$ cat config.mk
export PLATFORM = sky130hd
export DESIGN_NAME = swd_host_transaction_engine_flat
export DESIGN_NICKNAME = d
export VERILOG_FILES = /design/src/design/swdh_pkg.sv /design/src/design/swdh_cmd_if.sv /design/src/design/swdh_res_if.sv /design/src/design/swdh_step.sv /design/src/design/swd_host_transaction_engine.sv /design/src/flat_wrapper.sv
export SDC_FILE = /design/constraint.sdc
export NUM_CORES = 1
export LEC_CHECK = 0
export BUFFER_PORTS_ARGS = -buffer_cell sky130_fd_sc_hd__buf_4
export CORE_ASPECT_RATIO = 1.2
export CORE_MARGIN = 2
export CORE_UTILIZATION = 46
export DETAILED_ROUTE_END_ITERATION = 8
export PLACE_DENSITY = 0.75
export REMOVE_ABC_BUFFERS = 1
export SYNTH_ARGS = -nofsm -noshare
export SYNTH_HDL_FRONTEND = slang
export SYNTH_SLANG_ARGS = --single-unit
$ cat constraint.sdc
create_clock -name clk -period 3.75 [get_ports clk]
set_input_delay 0.5625 -clock clk [delete_from_list [all_inputs] [get_ports clk]]
set_output_delay 0.5625 -clock clk [all_outputs]
set_load 0.01 [all_outputs]
$ cat src/design/swdh_pkg.sv
// swdh_pkg: shared types, codes and constants of the serial wire debug host engine
// no dependencies; imported by every module of the block, but not by its interfaces
package swdh_pkg;

  // line framing constants
  localparam int unsigned WORD_BITS = 32;
  localparam int unsigned HDR_BITS  = 7;
  localparam int unsigned TSEL_SKIP = 1 + 5;
  localparam logic [2:0] ACK_OK      = 3'b001;
  localparam logic [6:0] TSEL_HEADER = 7'h19;   // 0x99 with the park bit dropped
  localparam logic [2:0] TURN_MIN    = 3'd1;
  localparam logic [2:0] TURN_MAX    = 3'd4;

  // command codes
  localparam logic [1:0] OP_WRITE = 2'd0;
  localparam logic [1:0] OP_READ  = 2'd1;
  localparam logic [1:0] OP_TSEL  = 2'd2;
  localparam logic [1:0] OP_RAW   = 2'd3;

  // request kinds
  localparam logic REQ_TICK  = 1'b0;
  localparam logic REQ_START = 1'b1;

  // result status codes
  localparam logic [1:0] ST_OK      = 2'd0;
  localparam logic [1:0] ST_ACK_ERR = 2'd1;
  localparam logic [1:0] ST_PAR_ERR = 2'd2;
  localparam logic [1:0] ST_REFUSED = 2'd3;

  typedef enum logic [3:0] {
    PH_IDLE  = 4'd0,
    PH_REQ   = 4'd1,
    PH_PARK  = 4'd2,
    PH_ACK   = 4'd3,
    PH_TURNW = 4'd4,
    PH_WDATA = 4'd5,
    PH_WPAR  = 4'd6,
    PH_RDATA = 4'd7,
    PH_RPAR  = 4'd8,
    PH_TURNR = 4'd9,
    PH_TSKIP = 4'd10,
    PH_RAW   = 4'd11
  } phase_t;

  typedef struct packed {
    phase_t      phase;
    logic [5:0]  bit_counter;
    logic [31:0] shift_word;
    logic [2:0]  ack_store;
    logic [1:0]  active_kind;
    logic        parity_accum;
    logic [6:0]  hdr_word;
  } eng_state_t;

  typedef struct packed {
    logic        req_type;
    logic [1:0]  op_kind;
    logic [6:0]  request_bits;
    logic [31:0] write_data;
    logic [3:0]  target_instance;
    logic [5:0]  raw_count;
    logic        line_in;
  } cmd_word_t;

  typedef struct packed {
    logic        line_out;
    logic        line_drive;
    logic        clock_pulse;
    logic        busy_res;
    logic        done_res;
    logic [1:0]  status;
    logic [2:0]  ack_value;
    logic [31:0] read_data;
  } res_word_t;

  // turnaround length clamped to one..four periods
  function automatic logic [2:0] turn_len(input logic [2:0] cycles);
    logic [2:0] t;
    t = cycles;
    if (t < TURN_MIN) t = TURN_MIN;
    if (t > TURN_MAX) t = TURN_MAX;
    return t;
  endfunction

endpackage

$ cat src/design/swdh_cmd_if.sv
// swdh_cmd_if: command and tick channel into the serial wire debug host engine
// depends on nothing; field widths follow swdh_pkg::cmd_word_t
interface swdh_cmd_if;
  logic        valid;
  logic        ready;
  logic        req_type;
  logic [1:0]  op_kind;
  logic [6:0]  request_bits;
  logic [31:0] write_data;
  logic [3:0]  target_instance;
  logic [5:0]  raw_count;
  logic        line_in;

  modport source (
    output valid, req_type, op_kind, request_bits, write_data, target_instance,
           raw_count, line_in,
    input  ready
  );
  modport sink (
    input  valid, req_type, op_kind, request_bits, write_data, target_instance,
           raw_count, line_in,
    output ready
  );
endinterface

$ cat src/design/swdh_res_if.sv
// swdh_res_if: result channel out of the serial wire debug host engine
// depends on nothing; field widths follow swdh_pkg::res_word_t
interface swdh_res_if;
  logic        valid;
  logic        ready;
  logic        line_out;
  logic        line_drive;
  logic        clock_pulse;
  logic        busy_res;
  logic        done_res;
  logic [1:0]  status;
  logic [2:0]  ack_value;
  logic [31:0] read_data;

  modport source (
    output valid, line_out, line_drive, clock_pulse, busy_res, done_res, status,
           ack_value, read_data,
    input  ready
  );
  modport sink (
    input  valid, line_out, line_drive, clock_pulse, busy_res, done_res, status,
           ack_value, read_data,
    output ready
  );
endinterface

$ cat src/design/swdh_step.sv
// swdh_step: next-state and result logic for one tick or command of the engine
// depends on swdh_pkg (state, command and result types, codes)
module swdh_step
  import swdh_pkg::*;
(
  input  eng_state_t cur,
  input  cmd_word_t  cmd,
  input  logic [2:0] turn_setting,
  output eng_state_t nxt,
  output res_word_t  res
);

  logic        finish;
  logic [2:0]  tlen;
  logic [5:0]  rlen;
  logic [5:0]  count_dec;
  logic [5:0]  rd_pos;
  logic [1:0]  ack_pos;
  logic [31:0] tsel_word;

  always_comb begin
    nxt       = cur;
    res       = '0;
    finish    = 1'b0;
    tlen      = turn_len(turn_setting);
    rlen      = (cmd.raw_count > 6'(WORD_BITS)) ? 6'(WORD_BITS) : cmd.raw_count;
    tsel_word = cmd.write_data | {cmd.target_instance, 28'd0};
    count_dec = (cur.bit_counter != 6'd0) ? cur.bit_counter - 6'd1 : 6'd0;
    rd_pos    = 6'(WORD_BITS) - cur.bit_counter;
    ack_pos   = 2'd3 - cur.bit_counter[1:0];

    if (cmd.req_type == REQ_START) begin
      if (cur.phase != PH_IDLE) begin
        // busy: refuse, running command untouched
        res.busy_res = 1'b1;
        res.status   = ST_REFUSED;
      end else begin
        // start a new command
        nxt.active_kind  = cmd.op_kind;
        nxt.ack_store    = '0;
        nxt.parity_accum = 1'b0;
        nxt.shift_word   = '0;
        res.busy_res     = 1'b1;
        case (cmd.op_kind)
          OP_WRITE: begin
            nxt.hdr_word     = cmd.request_bits;
            nxt.shift_word   = cmd.write_data;
            nxt.parity_accum = ^cmd.write_data;
            nxt.phase        = PH_REQ;
            nxt.bit_counter  = 6'(HDR_BITS);
          end
          OP_READ: begin
            nxt.hdr_word    = cmd.request_bits;
            nxt.phase       = PH_REQ;
            nxt.bit_counter = 6'(HDR_BITS);
          end
          OP_TSEL: begin
            nxt.hdr_word     = TSEL_HEADER;
            nxt.shift_word   = tsel_word;
            nxt.parity_accum = ^tsel_word;
            nxt.phase        = PH_REQ;
            nxt.bit_counter  = 6'(HDR_BITS);
          end
          default: begin
            nxt.shift_word = cmd.write_data;
            if (rlen == 6'd0) begin
              // empty raw sequence finishes at once
              nxt.phase       = PH_IDLE;
              nxt.bit_counter = 6'd0;
              res.busy_res    = 1'b0;
              res.done_res    = 1'b1;
            end else begin
              nxt.phase       = PH_RAW;
              nxt.bit_counter = rlen;
            end
          end
        endcase
      end
    end else if (cur.phase != PH_IDLE) begin
      res.clock_pulse = 1'b1;

      // line activity of this period
      case (cur.phase)
        PH_REQ: begin
          res.line_drive = 1'b1;
          res.line_out   = cur.hdr_word[0];
          nxt.hdr_word   = cur.hdr_word >> 1;
        end
        PH_ACK: begin
          nxt.ack_store[ack_pos] = cur.ack_store[ack_pos] | cmd.line_in;
        end
        PH_WDATA, PH_RAW: begin
          res.line_drive = 1'b1;
          res.line_out   = cur.shift_word[0];
          nxt.shift_word = cur.shift_word >> 1;
        end
        PH_WPAR: begin
          res.line_drive = 1'b1;
          res.line_out   = cur.parity_accum;
        end
        PH_RDATA: begin
          nxt.shift_word[rd_pos[4:0]] = cur.shift_word[rd_pos[4:0]] | cmd.line_in;
          nxt.parity_accum            = cur.parity_accum ^ cmd.line_in;
        end
        PH_RPAR: begin
          nxt.parity_accum = cur.parity_accum ^ cmd.line_in;
        end
        default: begin
        end
      endcase

      nxt.bit_counter = count_dec;

      // phase change when the count runs out
      if (count_dec == 6'd0) begin
        case (cur.phase)
          PH_REQ: begin
            if (cur.active_kind == OP_TSEL) begin
              nxt.phase       = PH_TSKIP;
              nxt.bit_counter = 6'(TSEL_SKIP);
            end else begin
              nxt.phase       = PH_PARK;
              nxt.bit_counter = 6'(tlen) + 6'd1;
            end
          end
          PH_PARK: begin
            nxt.phase       = PH_ACK;
            nxt.bit_counter = 6'd3;
          end
          PH_ACK: begin
            if (cur.active_kind == OP_WRITE) begin
              nxt.phase       = PH_TURNW;
              nxt.bit_counter = 6'(tlen);
            end else if (nxt.ack_store != ACK_OK) begin
              nxt.phase       = PH_TURNR;
              nxt.bit_counter = 6'(tlen);
            end else begin
              nxt.shift_word   = '0;
              nxt.parity_accum = 1'b0;
              nxt.phase        = PH_RDATA;
              nxt.bit_counter  = 6'(WORD_BITS);
            end
          end
          PH_TURNW: begin
            if (cur.ack_store == ACK_OK) begin
              nxt.phase       = PH_WDATA;
              nxt.bit_counter = 6'(WORD_BITS);
            end else begin
              res.status = ST_ACK_ERR;
              finish     = 1'b1;
            end
          end
          PH_TSKIP: begin
            nxt.phase       = PH_WDATA;
            nxt.bit_counter = 6'(WORD_BITS);
          end
          PH_WDATA: begin
            nxt.phase       = PH_WPAR;
            nxt.bit_counter = 6'd1;
          end
          PH_RDATA: begin
            nxt.phase       = PH_RPAR;
            nxt.bit_counter = 6'd1;
          end
          PH_RPAR: begin
            nxt.phase       = PH_TURNR;
            nxt.bit_counter = 6'(tlen);
          end
          PH_TURNR: begin
            if (cur.ack_store != ACK_OK) res.status = ST_ACK_ERR;
            else if (cur.parity_accum) res.status = ST_PAR_ERR;
            else res.read_data = cur.shift_word;
            finish = 1'b1;
          end
          default: begin
            finish = 1'b1;
          end
        endcase
      end

      // completion of the command
      if (finish) begin
        if (cur.active_kind == OP_WRITE || cur.active_kind == OP_READ) begin
          res.ack_value = nxt.ack_store;
        end
        nxt.phase       = PH_IDLE;
        nxt.bit_counter = 6'd0;
        res.done_res    = 1'b1;
      end else begin
        res.busy_res = 1'b1;
      end
    end
  end

endmodule

$ cat src/design/swd_host_transaction_engine.sv
// Serial wire debug host transaction engine. Every word on the cmd channel is one
// serial clock period (a tick carrying the sampled line level) or the start of a
// write, read, target select or raw sequence, and it yields exactly one result word
// giving the level to drive, the drive enable, whether a clock period was issued and
// the command status. The engine takes one word per clock cycle: the phase state is
// updated in the same cycle a word is accepted, and the only thing that holds off
// the next word is the single result register, which must be free or being taken.
// The turnaround length register may be written only while no command is running.
// depends on swdh_pkg, swdh_cmd_if, swdh_res_if and swdh_step
module swd_host_transaction_engine
  import swdh_pkg::*;
(
  input  logic       clk,
  input  logic       rst,
  input  logic       cfg_wr_en,
  input  logic [2:0] cfg_wr_data,
  swdh_cmd_if.sink   cmd,
  swdh_res_if.source res
);

  eng_state_t state;
  eng_state_t state_next;
  res_word_t  res_word;
  res_word_t  res_word_next;
  cmd_word_t  cmd_word;
  logic [2:0] turn_setting;
  logic       out_valid;
  logic       in_accept;

  // input handshake: take a word whenever the result register can be loaded
  assign cmd.ready = !out_valid || res.ready;
  assign in_accept = cmd.valid && cmd.ready;

  assign cmd_word.req_type        = cmd.req_type;
  assign cmd_word.op_kind         = cmd.op_kind;
  assign cmd_word.request_bits    = cmd.request_bits;
  assign cmd_word.write_data      = cmd.write_data;
  assign cmd_word.target_instance = cmd.target_instance;
  assign cmd_word.raw_count       = cmd.raw_count;
  assign cmd_word.line_in         = cmd.line_in;

  // per-word phase logic
  swdh_step u_step (
    .cur          (state),
    .cmd          (cmd_word),
    .turn_setting (turn_setting),
    .nxt          (state_next),
    .res          (res_word_next)
  );

  // state, configuration and result register
  always_ff @(posedge clk) begin
    if (rst) begin
      state        <= '0;
      turn_setting <= TURN_MIN;
      out_valid    <= 1'b0;
    end else begin
      if (cfg_wr_en) turn_setting <= cfg_wr_data;
      if (in_accept) begin
        state     <= state_next;
        res_word  <= res_word_next;
        out_valid <= 1'b1;
      end else if (res.ready) begin
        out_valid <= 1'b0;
      end
    end
  end

  // result channel
  assign res.valid       = out_valid;
  assign res.line_out    = res_word.line_out;
  assign res.line_drive  = res_word.line_drive;
  assign res.clock_pulse = res_word.clock_pulse;
  assign res.busy_res    = res_word.busy_res;
  assign res.done_res    = res_word.done_res;
  assign res.status      = res_word.status;
  assign res.ack_value   = res_word.ack_value;
  assign res.read_data   = res_word.read_data;

  // a start while a command runs is refused in the next result
  a_refuse: assert property (@(posedge clk) disable iff (rst)
    (in_accept && cmd.req_type == REQ_START && state.phase != PH_IDLE)
      |=> (res.valid && res.status == ST_REFUSED && res.busy_res))
    else $error("busy start not refused");

  // a tick while idle gives no clock and no drive
  a_idle_tick: assert property (@(posedge clk) disable iff (rst)
    (in_accept && cmd.req_type == REQ_TICK && state.phase == PH_IDLE)
      |=> (!res.clock_pulse && !res.line_drive && !res.busy_res))
    else $error("idle tick produced activity");

  // the host only drives in a clocked period
  a_drive_clk: assert property (@(posedge clk) disable iff (rst)
    (res.valid && res.line_drive) |-> res.clock_pulse)
    else $error("line driven without a clock period");

  // done and busy are exclusive
  a_done_busy: assert property (@(posedge clk) disable iff (rst)
    res.valid |-> !(res.done_res && res.busy_res))
    else $error("done and busy both set");

  // idle always leaves the bit counter cleared
  a_idle_count: assert property (@(posedge clk) disable iff (rst)
    (state.phase == PH_IDLE) |-> (state.bit_counter == 6'd0))
    else $error("bit counter left running in idle");

endmodule

$ cat src/flat_wrapper.sv
// flat-port wrapper written by rule: the top's interface ports become plain ports
module swd_host_transaction_engine_flat import swdh_pkg::*;
  (clk, rst, cfg_wr_en, cfg_wr_data, cmd_valid, cmd_req_type, cmd_op_kind, cmd_request_bits, cmd_write_data, cmd_target_instance, cmd_raw_count, cmd_line_in, cmd_ready, res_valid, res_line_out, res_line_drive, res_clock_pulse, res_busy_res, res_done_res, res_status, res_ack_value, res_read_data, res_ready);
  swdh_cmd_if cmd_i ();
  swdh_res_if res_i ();
  input  logic clk;
  input  logic rst;
  input  logic cfg_wr_en;
  input  logic [2:0] cfg_wr_data;
  input wire logic [$bits(cmd_i.valid)-1:0] cmd_valid;
  input wire logic [$bits(cmd_i.req_type)-1:0] cmd_req_type;
  input wire logic [$bits(cmd_i.op_kind)-1:0] cmd_op_kind;
  input wire logic [$bits(cmd_i.request_bits)-1:0] cmd_request_bits;
  input wire logic [$bits(cmd_i.write_data)-1:0] cmd_write_data;
  input wire logic [$bits(cmd_i.target_instance)-1:0] cmd_target_instance;
  input wire logic [$bits(cmd_i.raw_count)-1:0] cmd_raw_count;
  input wire logic [$bits(cmd_i.line_in)-1:0] cmd_line_in;
  output wire logic [$bits(cmd_i.ready)-1:0] cmd_ready;
  output wire logic [$bits(res_i.valid)-1:0] res_valid;
  output wire logic [$bits(res_i.line_out)-1:0] res_line_out;
  output wire logic [$bits(res_i.line_drive)-1:0] res_line_drive;
  output wire logic [$bits(res_i.clock_pulse)-1:0] res_clock_pulse;
  output wire logic [$bits(res_i.busy_res)-1:0] res_busy_res;
  output wire logic [$bits(res_i.done_res)-1:0] res_done_res;
  output wire logic [$bits(res_i.status)-1:0] res_status;
  output wire logic [$bits(res_i.ack_value)-1:0] res_ack_value;
  output wire logic [$bits(res_i.read_data)-1:0] res_read_data;
  input wire logic [$bits(res_i.ready)-1:0] res_ready;
  assign cmd_i.valid = cmd_valid;
  assign cmd_i.req_type = cmd_req_type;
  assign cmd_i.op_kind = cmd_op_kind;
  assign cmd_i.request_bits = cmd_request_bits;
  assign cmd_i.write_data = cmd_write_data;
  assign cmd_i.target_instance = cmd_target_instance;
  assign cmd_i.raw_count = cmd_raw_count;
  assign cmd_i.line_in = cmd_line_in;
  assign cmd_ready = cmd_i.ready;
  assign res_valid = res_i.valid;
  assign res_line_out = res_i.line_out;
  assign res_line_drive = res_i.line_drive;
  assign res_clock_pulse = res_i.clock_pulse;
  assign res_busy_res = res_i.busy_res;
  assign res_done_res = res_i.done_res;
  assign res_status = res_i.status;
  assign res_ack_value = res_i.ack_value;
  assign res_read_data = res_i.read_data;
  assign res_i.ready = res_ready;
  swd_host_transaction_engine u_core (.clk(clk), .rst(rst), .cfg_wr_en(cfg_wr_en), .cfg_wr_data(cfg_wr_data), .cmd(cmd_i), .res(res_i));
endmodule
# Word-level counts from Yosys, hierarchy flattened
# Index checks and enable logic that the tools add are counted.
# word_totals
ff_bits	101
mem_bits_ro	0
elab_cells	163
input_bits	61
ramBits	0
output_inout_bits	44
n_memories	0
latch_bits	0
# op_classes
shifts	0
div_mod_pow	0
n_mux	72
mul	0
n_lt_le_gt_ge	7
bitwise_logic	10
n_eq_ne	20
n_reduce_logical	33
add_sub_neg	4
# ops
cell	n
32-bit 2-to-1 mux	7
32-bit case mux with 2 select lines	2
45-bit 2-to-1 mux	2
10-bit case mux with 8 select lines	1
10-bit 2-to-1 mux	7
32-bit parity	2
55-bit 2-to-1 mux	1
42-bit 2-to-1 mux	1
40-bit 2-to-1 mux	1
32-bit bitwise mux	1
32-bit OR	1
3-bit 2-to-1 mux	7
1-bit 2-to-1 mux	20
4-bit by 3-bit == test with 1-bit output, second input constant	4
4-bit == test, second input constant	4
8-bit 2-to-1 mux	2
7-bit case mux with 2 select lines	1
6-bit zero test	2
2-bit 2-to-1 mux	6
6-bit 2-to-1 mux	2
10-bit nonzero test	1
4-bit by 2-bit == test with 1-bit output, second input constant	2
2-bit OR reduction	4
7-bit 2-to-1 mux	1
other kinds (46)	64

# Depth between registers and ports, before layout
# depth
depth_word	17
mapped_depth	14

# Hierarchy
# Synthesis repeated with hierarchy kept, for this count alone.
# unflattened
hier_cells	925
area_unflattened_um2	7973.9
# modules_own_cells
module	cells_each	area_per_inst_um2	n_inst
swdh_step	616	4145.2	1
swd_host_transaction_engine	309	3828.7	1

# Least setup slack after synthesis
# OpenSTA, ideal clock, no wires.
# synth_timing
path_type	input to register
start	input rst
end	register u_core.res_word (netlist bit u_core.res.ack_value[0]) (enable)
path_buffers	2
path_stages	3
setup_slack_ns	0.601
setup_time_ns	0.441
arrival_time_ns	2.707
cell_sequence	buf_4 clkbuf_1 nor2_1
# synth_via
elab_chain_cells	2
# synth_rtl
item	line	rtl
start, declared	flat_wrapper.sv:7	input logic rst;
1-bit inverter (no line)	-	
2-bit AND reduction (no line)	-	
end signal, assigned	swd_host_transaction_engine.sv:61	res_word <= res_word_next;
end, declared	swd_host_transaction_engine.sv:23	res_word_t res_word;
# No other way between the ends.
# A chain may end at the register's enable or synchronous reset.

# Worst setup path in the final report
# layout_timing
start	register u_core.state[53] (netlist bit)
end	register u_core.state[16] (netlist bit)
# layout_via
elab_chain_cells	11
# layout_rtl
item	line	rtl
start, declared	swd_host_transaction_engine.sv:21	eng_state_t state;
start signal, assigned	swd_host_transaction_engine.sv:60	state <= state_next;
4-bit by 2-bit == test with 1-bit output	swdh_step.sv:83, swdh_step.sv:116	
3-bit 2-to-1 mux	swdh_step.sv:83	case (cur.phase)
3-bit 2-to-1 mux	swdh_step.sv:79	end else if (cur.phase != PH_IDLE) begin
3-bit 2-to-1 mux	swdh_step.sv:32	if (cmd.req_type == REQ_START) begin
3-bit by 1-bit inequality test with 1-bit output	swdh_step.sv:134	end else if (nxt.ack_store != ACK_OK) begin
32-bit 2-to-1 mux	swdh_step.sv:134	
32-bit 2-to-1 mux	swdh_step.sv:131	if (cur.active_kind == OP_WRITE) begin
32-bit 2-to-1 mux	swdh_step.sv:116	case (cur.phase)
42-bit 2-to-1 mux	swdh_step.sv:115	if (count_dec == 6'd0) begin
45-bit 2-to-1 mux	swdh_step.sv:79	
45-bit 2-to-1 mux	swdh_step.sv:32	
# Parallel ways exist; a longest one is shown, timed or not. The select of a mux whose other input is x is not followed.

==> metrics.md <==
| Metric | Value |
|---|---|
| Outcome | finished, final reports clean |
| Gr busiest metal | met2 |
| FF-to-FF Start | u_core.state[53] |
| Power per cell area | around 470 mW/mm2 |
| CP Max Fanout | 28 |
| Combinational power share | 0.443 |
| Critical path's top delay family | simple AND/OR/NAND/NOR gates |
| Max_slew headroom | 0.250 |
| Routed Antenna Nets | 0 |
| Final antenna diode count | 0 |
| Async SR Flop Fraction | 0 |
| Syn Area/Cell | approximately 8.3 um2 |
| Port Buf Inserts | around 100 |
| Count of cell types in the netlist | 80 |
| Period minus WS final | 3090 ps |
| # setup viols final | 0 |
| Nets@finish | 1053 |
| Top_reg_cell synth | dfxtp_1 |
| Hold-fix buffer count after cts | 0 |
| Sw frac | 0.407 |
| Max-slew violation count | 0 |
| Fmax | roughly 320 MHz |
| Setup TNS | 0 ps |
| Met1 GRT Util | 0.319 |
| Reg clk slew, reported paths | 70 ps |
| Core box area | roughly 0.016 mm2 |
| CP Cell Sequence | nor2_1 -> nand2_1 -> ha_1 -> nand3b_1 -> buf_4 -> a21oi_1 -> a21oi_1 -> o32ai_1 |
| Hold Path Class | primary input to register |
| CP max-delay cell | dfxtp_1 |
| Worst Path Class, Setup | register to register |
| Post-CTS resize count | 0 |
| H-tree depth | 3 |
| DR vias/cell | 6.22 |
| Fin util | 0.554 |
| First-pass GRT wire length | 36.0 mm |
| GPL Wtd Cong | ~0.99 |
| CP arrival | approximately 3400 ps |
| Die X | ~120 um |
| Crit path top cell by count | a21oi_1 |
| Worst path bufs/invs | 1 |
| Global route overflow | 0 |
| Initial antenna violation count | 0 |
| Synthesized cell area | ~0.0074 mm2 |
| Post-CTS Setup Inserts | 0 |
| Hold Vio Cnt, Final | 0 |
| Fraction of final layout cells sized beyond drive strength 1 | 0.196 |
| CTS Sinks | approximately 100 |
| RSZ-0062 raised after global routing | false |
| I/O pin total | approximately 110 |
| Met2 Use GR | 0.452 |
| Worst Hold End | u_core.turn_setting[0] |
| CP startpoint kind | register |
| Clk pwr share | 0.212 |
| Critical R2R Capture | u_core.state[16] |
| Longest Clk Path Bufs | 2 |
| Die area | 0.0172 mm2 |
| Max-cap violation count | 0 |
| Post-Route Skew | about 6.2 ps |
| Worst Reg-to-Reg Cells | 8 |
| Power Total | around 4.1 mW |
| Tcrit/Tclk final | 0.825 |
| DR pass1 iterations | 7 |
| Die Ht | about 140 um |
| Clock Latency Late Sink | about 360 ps |
| Pint | roughly 2.4 mW |
| HP Start | cfg_wr_data[0] |
| Met3 Usage GRT | 0.0369 |
| DR iter-0 viols | 656 |
| Worst-margin pin slew | 1120 ps |
| CTS root buf | clkbuf_16 |
| Largest net degree at the start of global routing | 57 |
| Worst IR drop on VDD | ~0.26 mV |
| Site row count | 50 |
| Switching Power | 1.65 mW |
| Initial core utilization | 0.474 |
| CTS tree | yes |
| CTS Buf Count | 9 |
| Vias in the first global route | 6938 |
| Worst Path Required | around 4000 ps |
| All-Layer GR Usage | 0.263 |
| Hold depth | 3 |
| Seq pwr share | 0.345 |
| DR DRC count | 0 |
| Detailed placer's ending HPWL | between 15 and 20 mm |
| Post-synth EDFFs | 42 |
| Delay of the slowest cell on the worst path | roughly 800 ps |
| Leakage | about 3.2 nW |
| Seq/Total Area, Yosys | 0.328 |
| Synth Warn # | 0 |
| Register bit total from synthesis | 101 |
| Worst R2R Setup Slack | approximately 660 ps |
| Layout area overhead | 16.8% |
| DR WL/cell | approximately 19 um |
| Vias | roughly 7400 |
| Crit path capture type | register |
| Detailed Route WL | 22.8 mm |
| Gate Count Post-Synth | 895 |
tightest hold or removal path, delay by kind of cell:
kind | cells | cell delay (ps)
buffers and inverters | 1 | 80
AO/OA/AOI/OAI | 1 | 60
AND/OR/NAND/NOR | 1 | 40
how the worst max path moves through the flow:
stage,startpoint,endpoint,cells after the start
3_3_place_gp,u_core.state[53],u_core.state[13],8
5_1_grt,u_core.state[53],u_core.state[21],8
4_1_cts,u_core.state[53],u_core.state[13],8
2_1_floorplan,u_core.state[45],u_core.state[13],9
6_report,u_core.state[53],u_core.state[16],8
3_5_place_dp,u_core.state[53],u_core.state[23],8
cell usage after synthesis, types with 5 or more instances:
master	number	area, um2
a211oi_1	25	188
a21oi_1	105	526
a221oi_1	17	149
a22o_1	9	78.8
a22oi_1	5	37.5
a311oi_1	18	158
a31oi_1	11	68.8
and2_1	49	307
and3_1	14	87.6
buf_2	9	45.0
buf_4	5	37.5
buf_6	9	101
clkbuf_1	40	150
dfxtp_1	59	1180
edfxtp_1	42	1260
ha_1	13	163
inv_1	26	97.6
mux2i_1	7	70.1
mux4_2	8	180
nand2_1	67	251
nand2b_1	7	43.8
nand3_1	21	105
nor2_1	104	390
nor2b_1	8	50.1
nor3_1	16	80.1
nor3b_1	5	37.5
nor4_1	5	31.3
o2111ai_1	5	43.8
o211ai_1	11	82.6
o21ai_0	38	190
o21ai_1	11	55.1
o22ai_1	5	31.3
o32ai_1	13	114
xnor2_1	27	236
area by class of cell:
cell class | count | area (um2)
Clock buffer | 14 | 244
Clock inverter | 2 | 12.5
Fill cell | 1485 | 7010
Inverter | 27 | 101
Multi-Input combinational cell | 697 | 4520
Sequential cell | 101 | 2440
Tap cell | 208 | 260
Timing Repair Buffer | 143 | 1110
cell usage in the layout (no fill, tap or decap), drive strengths merged, types with 7 or more instances in the layout:
cell type  instances
buf              143
ha                13
and3              14
and2              49
o211ai            11
a22o               9
clkbuf            14
a211oi            25
inv               27
a221oi            19
dfxtp             59
nand2             67
o21ai             50
nand3             21
edfxtp            42
nor2b              8
xnor2             27
mux2i              7
nor3              16
a311oi            18
o32ai             13
a21oi            106
nor2             106
a31oi             12
nand2b             7
mux4               8
registers in the layout, indices dropped and copies added (netlist names):
register and cells:
u_core.state 55, u_core.res.read_data 32, u_core.res.ack_value 3, u_core.turn_setting 3, u_core.res.status 2, u_core.res.busy_res 1
u_core.res.clock_pulse 1, u_core.res.done_res 1, u_core.res.line_drive 1, u_core.res.line_out 1, u_core.res.valid 1
per-layer routing:
layer  up-vias  routed length (um)
met5         -                   0
met4         0                1020
met3        63                1390
met2       320               11300
met1      3519                9080
li1       3517                   -
power groups by stage:
stage,Sequential [mW],Clock [mW],Combinational (mW)
4_1_cts,1.39,0.877,1.78
2_1_floorplan,1.42,0,1.14
3_3_place_gp,1.41,0,1.76
5_1_grt,1.41,0.922,1.96
6_report,1.40,0.861,1.80
3_5_place_dp,1.42,0,1.77
cells by family (layout without fill, tap and decap cells):
family          count (synthesis)  count (layout)  share of synthesized area
compound gates                313             313                      0.288
buf+inv                        97             186                     0.0668
xor+xnor                       32              32                     0.0414
simple gates                  319             319                      0.212
fa+ha+maj                      13              13                     0.0219
mux                            20              20                     0.0417
flops                         101             101                      0.328
through the flow:
step / setup WS (ps) / hold WS [ps] / cell area [um2] / instances
after floorplan: 43.6 / 440 / 7040 / 825
after global placement: 740 / 457 / 8440 / 1176
after detailed placement: 733 / 465 / 8440 / 1176
after CTS: 723 / 415 / 8690 / 1192
after global routing: 419 / 433 / 8690 / 1192
final: 657 / 419 / 8690 / 1192
Power figures use the tool's default switching activity.
